File: config.mk
export PLATFORM = sky130hd
export DESIGN_NAME = ordered_char_list_engine_core
export DESIGN_NICKNAME = d
export VERILOG_FILES = /design/src/hdl/ocle_pkg.sv /design/src/hdl/ocle_ctrl.sv /design/src/hdl/ocle_dp.sv /design/src/hdl/ordered_char_list_engine_core.sv
export SDC_FILE = /design/constraint.sdc
export NUM_CORES = 1
export LEC_CHECK = 0
export BUFFER_PORTS_ARGS = -buffer_cell sky130_fd_sc_hd__buf_2
export CORE_UTILIZATION = 30
export CTS_BUF_LIST = sky130_fd_sc_hd__clkbuf_8 sky130_fd_sc_hd__clkbuf_16
export CTS_CLUSTER_SIZE = 30
export DETAILED_ROUTE_END_ITERATION = 16
export SLEW_MARGIN = 20
export SYNTH_ARGS = -nofsm -noshare
export SYNTH_HDL_FRONTEND = slang
export SYNTH_SLANG_ARGS = --single-unit
File: constraint.sdc
create_clock -name clk -period 5.25 [get_ports clk]
set_input_delay 0 -clock clk [delete_from_list [all_inputs] [get_ports clk]]
set_output_delay 0 -clock clk [all_outputs]
set_load 0.01 [all_outputs]
File: src/hdl/ocle_pkg.sv
// Shared types for the ordered byte list engine.
package ocle_pkg;

	typedef enum logic [1:0] {
		MODE_INSERT = 2'd0,
		MODE_REMOVE = 2'd1,
		MODE_FIND   = 2'd2,
		MODE_CLEAR  = 2'd3
	} mode_t;

	// controller to datapath
	typedef struct packed {
		logic load;
		logic step;
		logic finish;
	} ocle_cmd_t;

	// datapath to controller
	typedef struct packed {
		logic scan;
		logic last;
	} ocle_stat_t;

endpackage

File: src/hdl/ocle_ctrl.sv
// Command sequencer for the ordered byte list engine.
module ocle_ctrl (
	input  logic                  clk,
	input  logic                  arst_n,
	input  logic                  start,
	output logic                  busy,
	output logic                  done,
	input  ocle_pkg::ocle_stat_t  st,
	output ocle_pkg::ocle_cmd_t   cmd
);
	import ocle_pkg::*;

	typedef enum logic [1:0] {
		S_IDLE,
		S_SCAN,
		S_DRAIN,
		S_FINISH
	} state_t;

	state_t state_q;
	logic   done_q;

	always_ff @(posedge clk or negedge arst_n) begin
		if (!arst_n) begin
			state_q <= S_IDLE;
			done_q  <= 1'b0;
		end else begin
			done_q <= 1'b0;
			case (state_q)
				S_IDLE: begin
					if (start)
						state_q <= S_SCAN;
				end
				S_SCAN: begin
					if (!st.scan)
						state_q <= S_FINISH;
					else if (st.last)
						state_q <= S_DRAIN;
				end
				S_DRAIN: begin
					state_q <= S_FINISH;
				end
				S_FINISH: begin
					state_q <= S_IDLE;
					done_q  <= 1'b1;
				end
				default: begin
					state_q <= S_IDLE;
				end
			endcase
		end
	end

	assign busy       = (state_q != S_IDLE);
	assign done       = done_q;
	assign cmd.load   = (state_q == S_IDLE) && start;
	assign cmd.step   = (state_q == S_SCAN) && st.scan;
	assign cmd.finish = (state_q == S_FINISH);

endmodule

File: src/hdl/ocle_dp.sv
// List storage, shift/scan pipeline and result registers.
module ocle_dp #(
	parameter int DEPTH = 64
) (
	input  logic                  clk,
	input  logic                  arst_n,
	input  ocle_pkg::ocle_cmd_t   cmd,
	output ocle_pkg::ocle_stat_t  st,
	input  logic [1:0]            mode,
	input  logic [7:0]            value,
	input  logic [6:0]            position,
	input  logic                  at_end,
	output logic                  ok,
	output logic [7:0]            removed_value,
	output logic                  found,
	output logic [5:0]            found_position,
	output logic [6:0]            length
);
	import ocle_pkg::*;

	localparam int AW = (DEPTH > 1) ? $clog2(DEPTH) : 1;
	localparam int CW = $clog2(DEPTH + 1);
	localparam int WW = (CW > 7) ? CW : 7;

	logic [7:0]    mem [DEPTH];

	mode_t         mode_q;
	logic [7:0]    value_q;
	logic [AW-1:0] ptr_q, stop_q, pos_q;
	logic          up_q, ok_q, scan_q;
	logic [CW-1:0] count_q;
	logic [7:0]    removed_q;
	logic          found_q;
	logic [AW-1:0] fpos_q;

	logic          vld_s1;
	logic [AW-1:0] ptr_s1;
	logic [7:0]    rdata_s1;

	logic [WW-1:0] cnt_w, pos_w, ins_pos, rem_pos;
	logic          l_ok, l_scan, l_up;
	logic [AW-1:0] l_start, l_stop, l_pos;

	logic          wr_en;
	logic [AW-1:0] wr_addr;
	logic [7:0]    wr_data;

	logic [CW-1:0] new_count;
	logic [WW-1:0] nc_w, fpos_w;

	// command decode at accept
	always_comb begin
		cnt_w   = WW'(count_q);
		pos_w   = WW'(position);
		ins_pos = at_end ? cnt_w : pos_w;
		rem_pos = at_end ? (cnt_w - WW'(1)) : pos_w;
		l_ok    = 1'b1;
		l_scan  = 1'b0;
		l_up    = 1'b1;
		l_start = '0;
		l_stop  = '0;
		l_pos   = '0;
		case (mode_t'(mode))
			MODE_INSERT: begin
				l_ok    = (cnt_w < WW'(DEPTH)) && (ins_pos <= cnt_w);
				l_scan  = l_ok && (ins_pos < cnt_w);
				l_up    = 1'b0;
				l_start = AW'(cnt_w - WW'(1));
				l_stop  = AW'(ins_pos);
				l_pos   = AW'(ins_pos);
			end
			MODE_REMOVE: begin
				l_ok    = (cnt_w != '0) && (rem_pos < cnt_w);
				l_scan  = l_ok;
				l_start = AW'(rem_pos);
				l_stop  = AW'(cnt_w - WW'(1));
				l_pos   = AW'(rem_pos);
			end
			MODE_FIND: begin
				l_scan  = (cnt_w != '0);
				l_stop  = AW'(cnt_w - WW'(1));
			end
			default: begin
				l_ok    = 1'b1;
			end
		endcase
	end

	// single write port: shift moves, then the inserted byte
	always_comb begin
		wr_en   = 1'b0;
		wr_addr = ptr_s1;
		wr_data = rdata_s1;
		if (cmd.finish && ok_q && (mode_q == MODE_INSERT)) begin
			wr_en   = 1'b1;
			wr_addr = pos_q;
			wr_data = value_q;
		end else if (vld_s1 && (mode_q == MODE_INSERT)) begin
			wr_en   = 1'b1;
			wr_addr = ptr_s1 + AW'(1);
		end else if (vld_s1 && (mode_q == MODE_REMOVE) && (ptr_s1 != pos_q)) begin
			wr_en   = 1'b1;
			wr_addr = ptr_s1 - AW'(1);
		end
	end

	always_comb begin
		case (mode_q)
			MODE_INSERT: new_count = ok_q ? (count_q + CW'(1)) : count_q;
			MODE_REMOVE: new_count = ok_q ? (count_q - CW'(1)) : count_q;
			MODE_CLEAR:  new_count = '0;
			default:     new_count = count_q;
		endcase
		nc_w   = WW'(new_count);
		fpos_w = WW'(fpos_q);
	end

	always_ff @(posedge clk) begin
		if (wr_en)
			mem[wr_addr] <= wr_data;
		if (cmd.step)
			rdata_s1 <= mem[ptr_q];
	end

	always_ff @(posedge clk or negedge arst_n) begin
		if (!arst_n) begin
			count_q <= '0;
			scan_q  <= 1'b0;
			ok_q    <= 1'b0;
			vld_s1  <= 1'b0;
		end else begin
			vld_s1 <= cmd.step;
			if (cmd.load) begin
				scan_q <= l_scan;
				ok_q   <= l_ok;
			end
			if (cmd.finish)
				count_q <= new_count;
		end
	end

	always_ff @(posedge clk) begin
		if (cmd.load) begin
			mode_q    <= mode_t'(mode);
			value_q   <= value;
			ptr_q     <= l_start;
			stop_q    <= l_stop;
			pos_q     <= l_pos;
			up_q      <= l_up;
			removed_q <= '0;
			found_q   <= 1'b0;
			fpos_q    <= '0;
		end else if (cmd.step) begin
			ptr_q <= up_q ? (ptr_q + AW'(1)) : (ptr_q - AW'(1));
		end
		if (cmd.step)
			ptr_s1 <= ptr_q;
		if (vld_s1) begin
			case (mode_q)
				MODE_REMOVE: begin
					if (ptr_s1 == pos_q)
						removed_q <= rdata_s1;
				end
				MODE_FIND: begin
					if (!found_q && (rdata_s1 == value_q)) begin
						found_q <= 1'b1;
						fpos_q  <= ptr_s1;
					end
				end
				default: begin
				end
			endcase
		end
		if (cmd.finish) begin
			ok             <= ok_q;
			removed_value  <= removed_q;
			found          <= found_q;
			found_position <= fpos_w[5:0];
			length         <= nc_w[6:0];
		end
	end

	assign st.scan = scan_q;
	assign st.last = (ptr_q == stop_q);

endmodule

File: src/hdl/ordered_char_list_engine_core.sv
// Top level of the ordered byte list engine.
//
//  channel   handshake            payload
//  command   start & !busy        mode, value, position, at_end
//  result    done (one cycle)     ok, removed_value, found, found_position, length
//
// A command walks n entries of the list memory between accept and done:
// they are shifted for insert/remove and compared for find.
// n is at most DEPTH; clear and failed commands walk no entries.
// busy drops in the cycle done is high, so the next command may be accepted then.
// Reset empties the list; no clearing pass, stored bytes are only read below length.
// Results are not held off by the receiver.
module ordered_char_list_engine_core #(
	parameter int DEPTH = 64
) (
	input  logic       clk,
	input  logic       arst_n,
	input  logic       start,
	output logic       busy,
	input  logic [1:0] mode,
	input  logic [7:0] value,
	input  logic [6:0] position,
	input  logic       at_end,
	output logic       done,
	output logic       ok,
	output logic [7:0] removed_value,
	output logic       found,
	output logic [5:0] found_position,
	output logic [6:0] length
);
	import ocle_pkg::*;

	ocle_cmd_t  cmd;
	ocle_stat_t st;

	ocle_ctrl u_ctrl (
		.clk    (clk),
		.arst_n (arst_n),
		.start  (start),
		.busy   (busy),
		.done   (done),
		.st     (st),
		.cmd    (cmd)
	);

	ocle_dp #(
		.DEPTH (DEPTH)
	) u_dp (
		.clk            (clk),
		.arst_n         (arst_n),
		.cmd            (cmd),
		.st             (st),
		.mode           (mode),
		.value          (value),
		.position       (position),
		.at_end         (at_end),
		.ok             (ok),
		.removed_value  (removed_value),
		.found          (found),
		.found_position (found_position),
		.length         (length)
	);

`ifndef SYNTHESIS
	a_accept_busy: assert property (@(posedge clk) disable iff (!arst_n)
		(start && !busy) |=> busy)
		else $error("accepted item did not raise busy");

	a_done_after_busy: assert property (@(posedge clk) disable iff (!arst_n)
		done |-> ($past(busy) && !busy))
		else $error("result strobe outside command end");

	a_fail_clean: assert property (@(posedge clk) disable iff (!arst_n)
		(done && !ok) |-> ((removed_value == 8'd0) && !found && (found_position == 6'd0)))
		else $error("failed command reports data");

	a_found_ok: assert property (@(posedge clk) disable iff (!arst_n)
		(done && found) |-> (ok && (removed_value == 8'd0)))
		else $error("find result inconsistent");
`endif

endmodule
==> impl_metrics.env <==
export IMPL_min_delay_start="position[6]"
export IMPL_synth_top_family_by_area="multiplexers"
export IMPL_slew_headroom=0.266
export IMPL_drtIter0Drc=1055
export IMPL_r2r_end="u_dp.mem[5][1]"
export IMPL_hold_end="u_dp.scan_q"
export IMPL_synth_distinct_cells=73
export IMPL_synth_seq_cells=606
export IMPL_antenna_found_initial=1
export IMPL_syn_nets=1394
export IMPL_p_sw_frac=0.306
export IMPL_maxCapViolations=0
export IMPL_regArea_mm2=0.0180
export IMPL_fin_nets=1507
export IMPL_mostFrequentLayoutCell="edfxtp_1"
export IMPL_reg2regPathDepth=7
export IMPL_finClkSkew_ps=49.5
export IMPL_min_period_ps=4160
export IMPL_ys_warn_count=0
export IMPL_async_reset_ff_frac=0.0215
export IMPL_synth_area_top_cells="edfxtp_1, mux4_2, ha_1, nand2_1, dfrtp_1"
export IMPL_setup_viol=0
export IMPL_yosys_area_share_adder=0.0157
export IMPL_cp_required_ps=5470
export IMPL_synth_mux_area_frac=0.157
export IMPL_die_x_um=292
export IMPL_synth_edf_count=578
export IMPL_finalCritPeriodShare=0.792
export IMPL_ctsResizeCount=0
export IMPL_synthXorXnorAreaFrac=0.0128
export IMPL_grt_pass1_vias=13200
export IMPL_htree_levels=2
export IMPL_overflow=0
export IMPL_critPathLaunchType="flop"
export IMPL_drc=0
export IMPL_hold_path_class="primary input to flop"
export IMPL_end_kind="flop"
export IMPL_worstMarginPinSlew_ps=1090
export IMPL_wl_per_cell_um=22.1
export IMPL_antenna_left=0
export IMPL_rrSetupSlack_ps=1090
export IMPL_synth_compound_area_frac=0.0348
export IMPL_post_cts_buffers=0
export IMPL_gp_congestion=0.861
export IMPL_root_buffer="clkbuf_16"
export IMPL_final_cell_mix="edfxtp_1, mux4_2, nand2_1"
export IMPL_synth_seq_area_share=0.712
export IMPL_vias_per_cell=4.93
export IMPL_drv_slew=0
export IMPL_clkPwrFrac=0.296
export IMPL_cts_tree="built"
export IMPL_arrival_ps=4380
export IMPL_synth_top_area_cell="edfxtp_1"
export IMPL_crit_fanout=25
export IMPL_antenna_cells=0
export IMPL_start_util=0.303
export IMPL_first_pass_iters=5
export IMPL_finalPower_mw=14.8
export IMPL_sequentialPowerShare=0.421
export IMPL_synthCells=1342
export IMPL_grt_start_max_net_pins=83
export IMPL_clkLatencyLatePin_ps=640
export IMPL_syn_cell_area_mm2=0.0252
export IMPL_fillerInstances=7644
export IMPL_p_leak_nw=9.41
export IMPL_fin_tns_setup_ps=0
export IMPL_worstSetupPathType="flop to flop"
export IMPL_io_pins=46
export IMPL_grt_pass1_wl_mm=86.3
export IMPL_intPower_mw=10.3
export IMPL_r2r_start="u_dp.mode_q[1]"
export IMPL_syn_avg_cell_area_um2=18.8
export IMPL_fmax_ghz=0.241
export IMPL_area_growth_pct=16.1
export IMPL_switching_power_mw=4.54
export IMPL_rsz0062_at_grt="no"
export IMPL_multi_input_area_mm2=0.00688
export IMPL_dr_total_vias=12700
export IMPL_setup_worst_path_start="u_dp.mode_q[1]"
export IMPL_grt_usage=0.134
export IMPL_numCtsBuffers=60
export IMPL_pwr_share_comb=0.283
export IMPL_core_mm2=0.0834
export IMPL_worstHoldPathCells=7
export IMPL_synth_ff_type="edfxtp_1"
export IMPL_clock_path_buffers=3
export IMPL_synth_simple_area_share=0.0489
export IMPL_peakVddDrop_v=0.000335
export IMPL_cts_hold_fix_buffers=20
export IMPL_die_area_mm2=0.0853
export IMPL_die_h_um=292
export IMPL_portBuffers=45
export IMPL_clk_pin_slew_ps=60
export IMPL_synth_top_cell_area_share=0.687
export IMPL_drt_total_wl_mm=57.0
export IMPL_dp_hpwl_mm=36.9
export IMPL_status="finished clean"
export IMPL_core_rowCount=106
export IMPL_drive_gt1_frac=0.277
export IMPL_powerDensity_mw_per_mm2=506
export IMPL_clock_sinks=606
export IMPL_hold_violations=0
[Yosys cell counts (3+ instances only)]
library cell,instances
edfxtp_1,578
mux4_2,168
nand2_1,95
nor2_1,44
nor3_1,41
clkbuf_1,36
a21oi_1,35
o21ai_0,31
ha_1,30
inv_1,27
xnor2_1,26
buf_2,16
dfxtp_1,15
buf_1,14
dfrtp_1,13
mux2_2,13
nand3_1,11
xor2_1,11
buf_4,8
nor4_2,8
nand4_1,7
nor4_1,7
nand2b_1,6
o211ai_1,6
o21bai_1,6
a21o_1,5
and3_1,5
a221oi_1,4
a31oi_1,4
o22ai_1,4
a211oi_1,3
a21oi_2,3
clkinv_1,3
mux2i_1,3
nor2b_1,3
o21a_1,3
o31a_1,3
o32ai_1,3
[cells by family (layout without fill, tap and decap cells)]
logic type	Yosys count	after routing
XOR/XNOR	37	37
multiplexers	185	185
flip-flops	606	606
adder cells (fa/ha/maj)	31	31
AND/OR/NAND/NOR	246	246
buffers and inverters	106	268
AO/OA/AOI/OAI	131	131
[worst max-delay path by stage]
| stage | to | slack (ps) | cells after the start |
|---|---|---|---|
| 6_report | u_dp.mem[5][1] | 1090 | 7 |
| 3_5_place_dp | u_dp.mem[32][1] | 1200 | 7 |
| 3_3_place_gp | u_dp.mem[5][5] | 1350 | 7 |
| 4_1_cts | u_dp.mem[5][1] | 1130 | 7 |
| 2_1_floorplan | u_dp.mem[57][0] | 1520 | 9 |
| 5_1_grt | u_dp.mem[5][1] | 880 | 7 |
[per-stage QoR]
stage               instance area (um2)  setup WS [ps]  hold slack [ps]   util  instances
finish                            29300           1090             41.6  0.351       2584
global route                      29300            883             94.7  0.351       2584
CTS                               29300           1130             17.6  0.351       2584
detailed placement                27000           1200            -66.7  0.324       2453
global placement                  27000           1350            -71.2  0.324       2453
floorplan                         25200           1520             -296      -       1342
[layer usage]
metal  up-vias  GRT usage  wire length, um
li1       5670          -                -
met1      6695      0.186            25800
met2       324      0.223            27800
met3        57     0.0203             2650
met4         0     0.0291              843
met5         -          0                0
[power groups by stage]
stage / registers, mW / clock network [mW] / logic (mW)
2_1_floorplan: 6.21 / 0 / 2.90
3_3_place_gp: 6.34 / 0 / 4.14
3_5_place_dp: 6.35 / 0 / 4.20
4_1_cts: 6.25 / 4.46 / 4.24
5_1_grt: 6.28 / 4.62 / 4.50
6_report: 6.25 / 4.38 / 4.20
[sequential cells by signal, indices dropped and copies added, names as in the netlist]
register,cells
u_dp.found_position,6
u_dp.vld_s1,1
u_dp.value_q,8
u_dp.scan_q,1
u_dp.up_q,1
u_dp.ok_q,1
u_dp.found_q,1
u_dp.removed_q,8
u_dp.stop_q,6
u_dp.cnt_w,7
u_dp.ptr_s1,6
u_dp.removed_value,8
u_dp.fpos_q,6
u_dp.rdata_s1,8
u_dp.length,7
u_dp.ptr_q,6
u_dp.mode_q,2
u_dp.ok,1
u_dp.pos_q,6
u_ctrl.done,1
u_dp.found,1
u_dp.mem,512
u_ctrl.state_q,2
[cell type report]
| class | count | share of cell area |
|---|---|---|
| Multi-Input combinational cell | 630 | 0.235 |
| Sequential cell | 606 | 0.614 |
| Timing Repair Buffer | 127 | 0.0321 |
| Inverter | 30 | 0.00384 |
| Clock inverter | 46 | 0.0150 |
| Clock buffer | 65 | 0.0544 |
| Tap cell | 1080 | 0.0461 |
[critical path, cell delays in order (launching register included)]
cell and delay, ps:
edfxtp_1 710, nor3b_2 460, nor3_1 110, a211o_1 320, o32ai_2 350, a21o_1 530
o211ai_2 490, nor2_1 750
Note: power is estimated with default switching activity, not from simulation.
